[src/hdl/qoie_pkg.sv]
`default_nettype none
package qoie_pkg;

  localparam int unsigned PixW     = 32;
  localparam int unsigned IdxDepth = 64;
  localparam int unsigned HashW    = $clog2(IdxDepth);

  localparam logic [31:0] PREV_INIT = 32'h0000_00ff;
  localparam logic [5:0]  RUN_MAX   = 6'd62;

  // chunk tags
  localparam logic [7:0] OP_INDEX = 8'h00;
  localparam logic [7:0] OP_DIFF  = 8'h40;
  localparam logic [7:0] OP_LUMA  = 8'h80;
  localparam logic [7:0] OP_RUN   = 8'hc0;
  localparam logic [7:0] OP_RGB   = 8'hfe;
  localparam logic [7:0] OP_RGBA  = 8'hff;

  // header and end marker
  localparam logic [7:0] MAGIC_Q    = 8'h71;
  localparam logic [7:0] MAGIC_O    = 8'h6f;
  localparam logic [7:0] MAGIC_I    = 8'h69;
  localparam logic [7:0] MAGIC_F    = 8'h66;
  localparam logic [7:0] CHANNELS   = 8'h04;
  localparam logic [7:0] END_LAST   = 8'h01;
  localparam logic [3:0] HDR_LAST   = 4'd13;
  localparam logic [3:0] END_CNT    = 4'd7;

  // configuration register indexes (paddr[2])
  localparam logic REG_WIDTH  = 1'b0;
  localparam logic REG_HEIGHT = 1'b1;

  typedef logic [7:0] octet_t;

  // Everything one pixel puts on the byte stream, in emit order:
  // header, run flush, chunk, end marker.
  typedef struct packed {
    logic             hdr;
    logic [15:0]      width;
    logic [15:0]      height;
    logic             run;
    octet_t           run_byte;
    logic [2:0]       chunk_len;
    logic [4:0][7:0]  chunk;
    logic             eoi;
  } desc_t;

  function automatic logic [HashW-1:0] qoie_hash(input logic [PixW-1:0] px);
    logic [5:0] r;
    logic [5:0] g;
    logic [5:0] b;
    logic [5:0] a;
    r = px[29:24];
    g = px[21:16];
    b = px[13:8];
    a = px[5:0];
    return (r * 6'd3) + (g * 6'd5) + (b * 6'd7) + (a * 6'd11);
  endfunction

endpackage
`default_nettype wire

[src/hdl/qoie_ram.sv]
`default_nettype none
module qoie_ram #(
  parameter int unsigned DataW = 32,
  parameter int unsigned Depth = 64
) (
  input  wire logic                     clk,
  input  wire logic                     we,
  input  wire logic [$clog2(Depth)-1:0] waddr,
  input  wire logic [DataW-1:0]         wdata,
  input  wire logic                     re,
  input  wire logic [$clog2(Depth)-1:0] raddr,
  output      logic [DataW-1:0]         rdata
);

  logic [DataW-1:0] mem [Depth];

  always_ff @(posedge clk) begin
    if (we) begin
      mem[waddr] <= wdata;
    end
    if (re) begin
      rdata <= mem[raddr];
    end
  end

endmodule
`default_nettype wire

[src/hdl/qoie_encode.sv]
`default_nettype none
module qoie_encode import qoie_pkg::*; (
  input  wire logic            clk,
  input  wire logic            rst_n,
  input  wire logic            in_valid,
  output      logic            in_ready,
  input  wire logic [PixW-1:0] in_pixel_rgba,
  input  wire logic [15:0]     cfg_width,
  input  wire logic [15:0]     cfg_height,
  input  wire logic [31:0]     pixel_total,
  output      logic            desc_valid,
  output      desc_t           desc,
  input  wire logic            desc_ready
);

  logic             s1_valid_r;
  logic [PixW-1:0]  s1_pix_r;
  logic [HashW-1:0] s1_hash_r;
  logic             fwd_hit_r;
  logic [PixW-1:0]  fwd_data_r;
  logic [PixW-1:0]  prev_r;
  logic [5:0]       run_r;
  logic [5:0]       run_nxt;
  logic [31:0]      seen_r;
  logic [IdxDepth-1:0] idx_valid_r;

  logic [PixW-1:0]  rd_data;
  logic [PixW-1:0]  entry;
  logic [HashW-1:0] in_hash;
  logic             accept;
  logic             s1_adv;
  logic             nonempty;
  logic             is_last;
  logic             same;
  logic             idx_we;
  logic [5:0]       run_inc;

  octet_t cr, cg, cb, ca, pr, pg, pb, pa;
  octet_t dr, dg, db, drg, dbg;
  octet_t dr2, dg2, db2, dg32, drg8, dbg8;

  assign in_hash  = qoie_hash(in_pixel_rgba);
  assign nonempty = desc.hdr || desc.run || (desc.chunk_len != 3'd0) || desc.eoi;
  assign s1_adv   = s1_valid_r && (!nonempty || desc_ready);
  assign in_ready = !s1_valid_r || s1_adv;
  assign accept   = in_valid && in_ready;
  assign desc_valid = s1_valid_r && nonempty;

  qoie_ram #(
    .DataW (PixW),
    .Depth (IdxDepth)
  ) u_index (
    .clk   (clk),
    .we    (s1_adv && idx_we),
    .waddr (s1_hash_r),
    .wdata (s1_pix_r),
    .re    (accept),
    .raddr (in_hash),
    .rdata (rd_data)
  );

  always_comb begin
    cr = s1_pix_r[31:24];
    cg = s1_pix_r[23:16];
    cb = s1_pix_r[15:8];
    ca = s1_pix_r[7:0];
    pr = prev_r[31:24];
    pg = prev_r[23:16];
    pb = prev_r[15:8];
    pa = prev_r[7:0];
    dr  = cr - pr;
    dg  = cg - pg;
    db  = cb - pb;
    drg = dr - dg;
    dbg = db - dg;
    dr2  = dr + 8'd2;
    dg2  = dg + 8'd2;
    db2  = db + 8'd2;
    dg32 = dg + 8'd32;
    drg8 = drg + 8'd8;
    dbg8 = dbg + 8'd8;

    // a write to the same entry at the read edge is not seen by the RAM
    entry   = idx_valid_r[s1_hash_r] ? (fwd_hit_r ? fwd_data_r : rd_data) : '0;
    same    = (s1_pix_r == prev_r);
    is_last = ({1'b0, seen_r} + 33'd1) >= {1'b0, pixel_total};
    run_inc = run_r + 6'd1;

    desc.hdr       = (seen_r == 32'd0);
    desc.width     = cfg_width;
    desc.height    = cfg_height;
    desc.run       = 1'b0;
    desc.run_byte  = OP_RUN | {2'b00, run_r - 6'd1};
    desc.chunk_len = 3'd0;
    desc.chunk     = '0;
    desc.eoi       = is_last;
    idx_we         = 1'b0;
    run_nxt        = run_r;

    if (same) begin
      run_nxt = run_inc;
      if (run_inc == RUN_MAX || is_last) begin
        desc.run      = 1'b1;
        desc.run_byte = OP_RUN | {2'b00, run_r};
        run_nxt       = 6'd0;
      end
    end else begin
      run_nxt  = 6'd0;
      desc.run = (run_r != 6'd0);
      if (entry == s1_pix_r) begin
        desc.chunk_len = 3'd1;
        desc.chunk[0]  = OP_INDEX | {2'b00, s1_hash_r};
      end else begin
        idx_we = 1'b1;
        if (ca == pa) begin
          if ($signed(dr) > -8'sd3 && $signed(dr) < 8'sd2 &&
              $signed(dg) > -8'sd3 && $signed(dg) < 8'sd2 &&
              $signed(db) > -8'sd3 && $signed(db) < 8'sd2) begin
            desc.chunk_len = 3'd1;
            desc.chunk[0]  = OP_DIFF | {2'b00, dr2[1:0], dg2[1:0], db2[1:0]};
          end else if ($signed(dg) > -8'sd33 && $signed(dg) < 8'sd32 &&
                       $signed(drg) > -8'sd9 && $signed(drg) < 8'sd8 &&
                       $signed(dbg) > -8'sd9 && $signed(dbg) < 8'sd8) begin
            desc.chunk_len = 3'd2;
            desc.chunk[0]  = OP_LUMA | {2'b00, dg32[5:0]};
            desc.chunk[1]  = {drg8[3:0], dbg8[3:0]};
          end else begin
            desc.chunk_len = 3'd4;
            desc.chunk[0]  = OP_RGB;
            desc.chunk[1]  = cr;
            desc.chunk[2]  = cg;
            desc.chunk[3]  = cb;
          end
        end else begin
          desc.chunk_len = 3'd5;
          desc.chunk[0]  = OP_RGBA;
          desc.chunk[1]  = cr;
          desc.chunk[2]  = cg;
          desc.chunk[3]  = cb;
          desc.chunk[4]  = ca;
        end
      end
    end
  end

  always_ff @(posedge clk) begin
    if (!rst_n) begin
      s1_valid_r <= 1'b0;
    end else if (accept) begin
      s1_valid_r <= 1'b1;
    end else if (s1_adv) begin
      s1_valid_r <= 1'b0;
    end
  end

  always_ff @(posedge clk) begin
    if (accept) begin
      s1_pix_r   <= in_pixel_rgba;
      s1_hash_r  <= in_hash;
      fwd_hit_r  <= s1_adv && idx_we && (s1_hash_r == in_hash);
      fwd_data_r <= s1_pix_r;
    end
  end

  always_ff @(posedge clk) begin
    if (!rst_n) begin
      prev_r      <= PREV_INIT;
      run_r       <= 6'd0;
      seen_r      <= 32'd0;
      idx_valid_r <= '0;
    end else if (s1_adv) begin
      if (is_last) begin
        prev_r      <= PREV_INIT;
        run_r       <= 6'd0;
        seen_r      <= 32'd0;
        idx_valid_r <= '0;
      end else begin
        prev_r <= s1_pix_r;
        run_r  <= run_nxt;
        seen_r <= seen_r + 32'd1;
        if (idx_we) begin
          idx_valid_r[s1_hash_r] <= 1'b1;
        end
      end
    end
  end

  a_s1_hold: assert property (@(posedge clk) disable iff (!rst_n)
    s1_valid_r && !s1_adv |=> s1_valid_r && $stable(s1_pix_r))
    else $error("pending pixel changed while waiting");

  a_index_clear: assert property (@(posedge clk) disable iff (!rst_n)
    s1_adv && is_last |=> idx_valid_r == '0 && seen_r == 32'd0)
    else $error("state not cleared after last pixel");

  a_run_bound: assert property (@(posedge clk) disable iff (!rst_n)
    run_r < RUN_MAX)
    else $error("run counter past flush limit");

endmodule
`default_nettype wire

[src/hdl/qoie_emit.sv]
`default_nettype none
module qoie_emit import qoie_pkg::*; (
  input  wire logic        clk,
  input  wire logic        rst_n,
  input  wire logic        desc_valid,
  input  wire desc_t       desc,
  output      logic        desc_ready,
  output      logic        out_valid,
  input  wire logic        out_ready,
  output      logic [7:0]  out_byte,
  output      logic        out_last_of_item,
  output      logic        out_end_of_image
);

  typedef enum logic [3:0] {
    PH_HDR = 4'b0001,
    PH_RUN = 4'b0010,
    PH_CHK = 4'b0100,
    PH_END = 4'b1000
  } phase_t;

  logic   busy_r;
  phase_t phase_r;
  phase_t phase_nxt;
  phase_t first_ph;
  logic [3:0] cnt_r;
  desc_t  d_r;

  logic   out_valid_r;
  octet_t out_byte_r;
  logic   out_last_r;
  logic   out_eoi_r;

  logic   fire;
  logic   ph_done;
  logic   more;
  logic   done;
  octet_t cur_byte;
  logic   load;

  function automatic octet_t hdr_byte(input logic [3:0] idx, input logic [15:0] w,
                                      input logic [15:0] h);
    octet_t v;
    case (idx)
      4'd0:                       v = MAGIC_Q;
      4'd1:                       v = MAGIC_O;
      4'd2:                       v = MAGIC_I;
      4'd3:                       v = MAGIC_F;
      4'd6:                       v = w[15:8];
      4'd7:                       v = w[7:0];
      4'd10:                      v = h[15:8];
      4'd11:                      v = h[7:0];
      4'd12:                      v = CHANNELS;
      default:                    v = 8'h00;
    endcase
    return v;
  endfunction

  always_comb begin
    if (desc.hdr) begin
      first_ph = PH_HDR;
    end else if (desc.run) begin
      first_ph = PH_RUN;
    end else if (desc.chunk_len != 3'd0) begin
      first_ph = PH_CHK;
    end else begin
      first_ph = PH_END;
    end
  end

  always_comb begin
    cur_byte  = 8'h00;
    ph_done   = 1'b1;
    more      = 1'b0;
    phase_nxt = PH_END;
    case (phase_r)
      PH_HDR: begin
        cur_byte = hdr_byte(cnt_r, d_r.width, d_r.height);
        ph_done  = (cnt_r == HDR_LAST);
        more     = d_r.run || (d_r.chunk_len != 3'd0) || d_r.eoi;
        if (d_r.run) begin
          phase_nxt = PH_RUN;
        end else if (d_r.chunk_len != 3'd0) begin
          phase_nxt = PH_CHK;
        end
      end
      PH_RUN: begin
        cur_byte = d_r.run_byte;
        more     = (d_r.chunk_len != 3'd0) || d_r.eoi;
        if (d_r.chunk_len != 3'd0) begin
          phase_nxt = PH_CHK;
        end
      end
      PH_CHK: begin
        case (cnt_r[2:0])
          3'd0:    cur_byte = d_r.chunk[0];
          3'd1:    cur_byte = d_r.chunk[1];
          3'd2:    cur_byte = d_r.chunk[2];
          3'd3:    cur_byte = d_r.chunk[3];
          3'd4:    cur_byte = d_r.chunk[4];
          default: cur_byte = 8'h00;
        endcase
        ph_done = ({1'b0, cnt_r[2:0]} + 4'd1) == {1'b0, d_r.chunk_len};
        more    = d_r.eoi;
      end
      PH_END: begin
        cur_byte = (cnt_r == END_CNT) ? END_LAST : 8'h00;
        ph_done  = (cnt_r == END_CNT);
      end
      default: begin
        cur_byte = 8'h00;
      end
    endcase
  end

  assign fire       = busy_r && (!out_valid_r || out_ready);
  assign done       = fire && ph_done && !more;
  assign desc_ready = !busy_r || done;
  assign load       = desc_valid && desc_ready;

  always_ff @(posedge clk) begin
    if (!rst_n) begin
      busy_r  <= 1'b0;
      phase_r <= PH_END;
      cnt_r   <= 4'd0;
    end else if (load) begin
      busy_r  <= 1'b1;
      phase_r <= first_ph;
      cnt_r   <= 4'd0;
    end else if (fire) begin
      if (!ph_done) begin
        cnt_r <= cnt_r + 4'd1;
      end else if (more) begin
        phase_r <= phase_nxt;
        cnt_r   <= 4'd0;
      end else begin
        busy_r <= 1'b0;
      end
    end
  end

  always_ff @(posedge clk) begin
    if (load) begin
      d_r <= desc;
    end
  end

  always_ff @(posedge clk) begin
    if (!rst_n) begin
      out_valid_r <= 1'b0;
    end else if (fire) begin
      out_valid_r <= 1'b1;
    end else if (out_ready) begin
      out_valid_r <= 1'b0;
    end
  end

  always_ff @(posedge clk) begin
    if (fire) begin
      out_byte_r <= cur_byte;
      out_last_r <= ph_done && !more;
      out_eoi_r  <= (phase_r == PH_END) && ph_done;
    end
  end

  assign out_valid        = out_valid_r;
  assign out_byte         = out_byte_r;
  assign out_last_of_item = out_last_r;
  assign out_end_of_image = out_eoi_r;

  a_eoi_last: assert property (@(posedge clk) disable iff (!rst_n)
    out_valid_r && out_eoi_r |-> out_last_r)
    else $error("end of image byte not flagged last of item");

  a_hdr_cnt: assert property (@(posedge clk) disable iff (!rst_n)
    busy_r && phase_r == PH_HDR |-> cnt_r <= HDR_LAST)
    else $error("header byte counter out of range");

  a_end_cnt: assert property (@(posedge clk) disable iff (!rst_n)
    busy_r && phase_r == PH_END |-> cnt_r <= END_CNT)
    else $error("end marker counter out of range");

endmodule
`default_nettype wire

[src/hdl/qoi_image_encoder_core.sv]
// QOI image encoder core.
// Pixels enter on in_pixel_rgba (R 31:24, G 23:16, B 15:8, A 7:0) with
// in_valid/in_ready, in raster order. Encoded bytes leave on out_byte with
// out_valid/out_ready; out_last_of_item marks the final byte caused by a
// pixel and out_end_of_image the last byte of the end marker.
// image_width (0x0) and image_height (0x4) are set over the APB port; the
// user must set them only while the core is idle, which the core does not
// enforce. Their product sets the pixel count of an image. Throughput with
// out_ready high: one pixel per cycle for single-byte chunks and pixels that
// only extend a run; an RGBA chunk yields 5 bytes, the first pixel adds the
// 14-byte header and the last one the 8-byte end marker. The color index
// lives in a 64-entry RAM read at accept and written when the pixel leaves
// the pending stage, with same-entry forwarding. Reset sets the previous
// pixel to 0x000000ff, clears the run, pixel count and index valid bits and
// sets both dimensions to 1; the same state is reset once the last pixel
// leaves the pending stage. With out_ready low the output byte holds, the
// emitter and the pending pixel back up and in_ready drops.
`default_nettype none
module qoi_image_encoder_core import qoie_pkg::*; (
  input  wire logic        clk,
  input  wire logic        rst_n,
  input  wire logic        in_valid,
  output      logic        in_ready,
  input  wire logic [31:0] in_pixel_rgba,
  output      logic        out_valid,
  input  wire logic        out_ready,
  output      logic [7:0]  out_byte,
  output      logic        out_last_of_item,
  output      logic        out_end_of_image,
  input  wire logic        psel,
  input  wire logic        penable,
  input  wire logic        pwrite,
  input  wire logic [2:0]  paddr,
  input  wire logic [31:0] pwdata,
  output      logic [31:0] prdata,
  output      logic        pready
);

  logic [15:0] width_r;
  logic [15:0] height_r;
  logic [31:0] total_r;
  logic        wr_en;
  logic        desc_valid;
  logic        desc_ready;
  desc_t       desc;

  assign pready = 1'b1;
  assign wr_en  = psel && penable && pwrite;
  assign prdata = (paddr[2] == REG_HEIGHT) ? {16'd0, height_r} : {16'd0, width_r};

  always_ff @(posedge clk) begin
    if (!rst_n) begin
      width_r  <= 16'd1;
      height_r <= 16'd1;
      total_r  <= 32'd1;
    end else begin
      if (wr_en && paddr[2] == REG_WIDTH) begin
        width_r <= pwdata[15:0];
      end
      if (wr_en && paddr[2] == REG_HEIGHT) begin
        height_r <= pwdata[15:0];
      end
      total_r <= {16'd0, width_r} * {16'd0, height_r};
    end
  end

  qoie_encode u_encode (
    .clk           (clk),
    .rst_n         (rst_n),
    .in_valid      (in_valid),
    .in_ready      (in_ready),
    .in_pixel_rgba (in_pixel_rgba),
    .cfg_width     (width_r),
    .cfg_height    (height_r),
    .pixel_total   (total_r),
    .desc_valid    (desc_valid),
    .desc          (desc),
    .desc_ready    (desc_ready)
  );

  qoie_emit u_emit (
    .clk              (clk),
    .rst_n            (rst_n),
    .desc_valid       (desc_valid),
    .desc             (desc),
    .desc_ready       (desc_ready),
    .out_valid        (out_valid),
    .out_ready        (out_ready),
    .out_byte         (out_byte),
    .out_last_of_item (out_last_of_item),
    .out_end_of_image (out_end_of_image)
  );

endmodule
`default_nettype wire
[config.mk]
export PLATFORM = sky130hd
export DESIGN_NAME = qoi_image_encoder_core
export DESIGN_NICKNAME = d
export VERILOG_FILES = /design/src/hdl/qoie_pkg.sv /design/src/hdl/qoie_ram.sv /design/src/hdl/qoie_encode.sv /design/src/hdl/qoie_emit.sv /design/src/hdl/qoi_image_encoder_core.sv
export SDC_FILE = /design/constraint.sdc
export NUM_CORES = 2
export LEC_CHECK = 0
export BUFFER_PORTS_ARGS = -buffer_cell sky130_fd_sc_hd__buf_2
export CORE_ASPECT_RATIO = 1.25
export CORE_MARGIN = 2
export CORE_UTILIZATION = 55
export CTS_BUF_LIST = sky130_fd_sc_hd__clkbuf_4 sky130_fd_sc_hd__clkbuf_8 sky130_fd_sc_hd__clkbuf_16
export CTS_CLUSTER_DIAMETER = 40
export DETAILED_ROUTE_END_ITERATION = 6
export HOLD_SLACK_MARGIN = 0.06
export PLACE_DENSITY_LB_ADDON = 0.12
export SYNTH_ARGS = -nofsm -noshare
export SYNTH_HDL_FRONTEND = slang
export SYNTH_HIERARCHICAL = 1
export SYNTH_SLANG_ARGS = --single-unit
export TNS_END_PERCENT = 20
[constraint.sdc]
create_clock -name clk -period 8.75 [get_ports clk]
set_clock_uncertainty 0.15 [all_clocks]
set_input_delay 1.75 -clock clk [delete_from_list [all_inputs] [get_ports clk]]
set_output_delay 1.75 -clock clk [all_outputs]
set_load 0.05 [all_outputs]
==> impl_results.md <==
* Int Pwr at 26.5 mW
* Total gr overflow at 0
* First-pass GRT wire length at 419 mm
* NetSw at 16.5 mW
* Initial DRC Count at 5875
* Post-CTS Hold Buffers at 0
* Core area at 197000 µm²
* CTS tree: built
* Clk buf depth at 4
* Stages on worst setup path at 21
* Mapped Area at 109000 µm²
* Sink Count at 2455
* Synth Area per Inst at 16.5 µm²
* Max-cap violations at 0
* Area leader, netlist: edfxtp_1
* HPWL after DPL at 177 mm
* Drt via density at 6.31
* Post-synth EDFFs at 2246
* Reg power frac at 31.9%
* Utilization after layout at 62.5%
* Largest net degree at the start of global routing at 73
* Worst-margin pin slew at 1300 ps
* Top post-synthesis cells by count: edfxtp_1, mux4_2, nand2_1
* Input/output buffers at 83
* Clock root cell: clkbuf_16
* WL final at 287 mm
* Top cell type's share of synthesized area at 62.1%
* Worst EP required at 6850 ps
* CP bufs+invs at 3
* Die W at 401 µm
* CP peak stage delay at 570 ps
* # setup viols final at 0
* CTS HTree Levels at 5
* Pwr Density at 350 nW/µm²
* Crit. Startpoint: u_encode/seen_r[0]$_SDFFE_PN0P_
* VDD IR max at 0.521 mV
* Share of layout cells above drive strength 1 at 21.3%
* Count leader, synth: edfxtp_1
* Post-layout minimum cycle time at 8100 ps
* RSZ-0062 raised after global routing: false
* R2r worst-path depth at 24
* Die height at 501 µm
* DRC at 0
* Worst setup SP type: flop
* Async S/R FF share, synth at 0%
* FF-to-FF setup slack at 990 ps
* Setup tns final at 0 ps
* Final ANT Viol Nets at 0
* Tcrit/Tclk final at 92.6%
* Final count of pins violating max slew at 0
* Relative slew slack at 13.5%
* Status: finished, final reports clean
* Number of setup buffers added after CTS at 0
* Tot GR Track Use at 28.8%
* Drt pass-1 iters at 6
* Hold crit path type: reg2reg
* Fin. Hold Viols at 0
* Nets at 7310
* Syn Inst Count at 6566
* CP Class: reg2out
* Sw Ratio at 38.3%
* Effective utilization at floorplan at 55.2%
* Via count at 60634
* Critical Path Sink Type: output pin
* Critical path data arrival time at 6200 ps
* Setup ws final at 646 ps
* Area contributors post-synth: edfxtp_1, mux4_2, fa_1
* Core Rows at 182
* Clock Power Share at 27.5%
* Hold WS at 297 ps
* Critical-path cell list: and3_1 > and3_1 > and3_1 > and3_1 > and3_1 > nand2_1 > nor2_1 > and3_1 > nand3_1 > xnor2_1 > ha_1 > a21o_1 > a21oi_1 > o211ai_1 > a221oi_1 > o21ai_1 > buf_4 > nor4_1 > nor3b_1 > inv_1 > buf_2
* Worst r2r src: u_encode/seen_r[0]$_SDFFE_PN0P_
* CP Max Fanout at 7
* Initial antenna violation count at 12
* Synth warnings at 6
* Post-synthesis sequential area ratio at 66.0%
* Clk_lat worst skew at 940 ps
* Vias in the first global route at 62435
* CTS clock-pin slew for the worst setup and hold paths at 60 ps
* Reg-to-reg endpoint: u_encode/u_index/mem[36][20]$_DFFE_PP_
* Post-CTS sizing at 0
* CTS Buf Count at 293
* Ys flop type: edfxtp_1
* Number of synthesized register bits at 2455
* WL/cell at 29.9 µm
* Largest delay share family, worst path: simple AND/OR/NAND/NOR gates
* Most numerous cell on the critical path: and3_1
* Netlist cell types at 108
* Worst setup path end: in_ready
* Critical-path top delay cell: nor4_1
* DP Worst Slack at 692 ps
* Fill cell count at 14219
* Leakage at 42.1 nW
* Logic pwr share at 40.6%
* Ports at 119
* Gpl congestion at 0.882
* Die area at 201000 µm²
* Synth-to-Final Area Change at 13.1%
* Max Clock Freq at 123 MHz
[layout make-up]
| type | instances | area, µm² | area share, % |
|---|---|---|---|
| tap | 2576 | 3220 | 2.62 |
| multi-input combinational | 3376 | 34300 | 27.9 |
| clock buffer | 351 | 7930 | 6.46 |
| clock inverter | 158 | 1550 | 1.26 |
| timing repair buffer | 326 | 2820 | 2.29 |
| sequential | 2455 | 71600 | 58.3 |
| antenna | 3 | 7.51 | 0.00611 |
| inverter | 362 | 1360 | 1.11 |
[metal layers]
| layer | global-route usage [%] | routed length [µm] | vias up |
|---|---|---|---|
| li1 | - | - | 25749 |
| met4 | 12.1 | 12600 | 2 |
| met1 | 35.8 | 106000 | 31878 |
| met2 | 50.7 | 150000 | 2464 |
| met3 | 4.29 | 18900 | 541 |
| met5 | 0 | 13 | - |
[placed cells by master (no fill, tap or decap), drive strengths merged, types with 20 or more instances in the layout]
| cell type | n |
|---|---|
| mux4 | 547 |
| nor4 | 25 |
| ha | 200 |
| edfxtp | 2246 |
| clkbuf | 351 |
| or3 | 26 |
| fa | 222 |
| and2 | 150 |
| o22ai | 103 |
| nand4 | 43 |
| inv | 405 |
| o21ai | 124 |
| nand3 | 67 |
| dfxtp | 209 |
| a21oi | 214 |
| a21o | 27 |
| nor2b | 38 |
| mux2i | 144 |
| nand2b | 20 |
| clkinv | 79 |
| mux2 | 26 |
| nand3b | 29 |
| a22oi | 41 |
| nor2 | 287 |
| buf | 326 |
| xnor2 | 58 |
| nor3 | 46 |
| and3 | 27 |
| o21a | 20 |
| xor2 | 91 |
| nor3b | 23 |
| o221ai | 30 |
| nand2 | 497 |
[power groups by stage]
stage | combinational (mW) | clock [mW] | sequential (mW)
finish | 17.5 | 11.9 | 13.7
global route | 18.0 | 12.5 | 13.7
CTS | 17.3 | 12.0 | 13.7
detailed placement | 17.2 | 0 | 14.0
global placement | 17.1 | 0 | 14.0
floorplan | 9.41 | 0 | 13.9
[worst reg2reg max path, delay by kind of cell (launching register included)]
kind	cells	cell delay [ps]
DFF	1	440
AOI/OAI and AO/OA	6	960
xor gates and xnor gates	1	150
buffers and inverters	2	580
adders and majority gates	1	290
and+or+nand+nor	14	4830
[per-stage QoR]
step | power [mW] | std cells | cell area [µm²]
detailed placement | 31.1 | 9095 | 113000
global route | 44.2 | 9605 | 123000
floorplan | 23.3 | 6582 | 109000
finish | 43.0 | 9607 | 123000
CTS | 43.0 | 9604 | 123000
global placement | 31.0 | 9095 | 113000
[kinds of logic (layout without fill, tap and decap cells)]
group	count (synthesis)	after routing	synth area share (%)
xor gates and xnor gates	151	151	1.24
other	3	22	0.0104
AOI/OAI and AO/OA	745	745	4.53
muxes	717	717	12.9
adders and majority gates	423	423	6.41
buffers and inverters	751	1197	3.03
DFF	2455	2455	66.0
and+or+nand+nor	1321	1321	5.86
[registers in the layout, indices dropped and copies added (netlist names), 4 cells and up]
signal / cells
u_encode/s1_hash_r: 6
u_encode/fwd_data_r: 32
u_encode/seen_r: 32
u_emit/cnt_r: 4
u_encode/u_index/mem: 2048
width_r: 16
height_r: 16
u_encode/s1_pix_r: 32
total_r: 32
u_emit/out_byte: 8
u_encode/idx_valid_r: 64
u_emit/phase_r: 4
u_encode/run_r: 6
u_encode/u_index/rdata: 32
u_encode/prev_r: 32
u_emit/d_r: 85
[how the worst min path moves through the flow]
stage | cells after the start | start | to
after CTS | 2 | u_encode/idx_valid_r[54]$_SDFFE_PN0P_ | u_encode/idx_valid_r[54]$_SDFFE_PN0P_
after global placement | 2 | u_encode/idx_valid_r[0]$_SDFFE_PN0P_ | u_encode/idx_valid_r[0]$_SDFFE_PN0P_
final | 2 | u_encode/idx_valid_r[54]$_SDFFE_PN0P_ | u_encode/idx_valid_r[54]$_SDFFE_PN0P_
after floorplan | 2 | u_encode/idx_valid_r[5]$_SDFFE_PN0P_ | u_encode/idx_valid_r[5]$_SDFFE_PN0P_
after detailed placement | 2 | u_encode/idx_valid_r[54]$_SDFFE_PN0P_ | u_encode/idx_valid_r[54]$_SDFFE_PN0P_
after global routing | 2 | u_encode/prev_r[16]$_SDFFE_PN0P_ | u_encode/prev_r[16]$_SDFFE_PN0P_
Note: power is estimated with default switching activity, not from simulation.
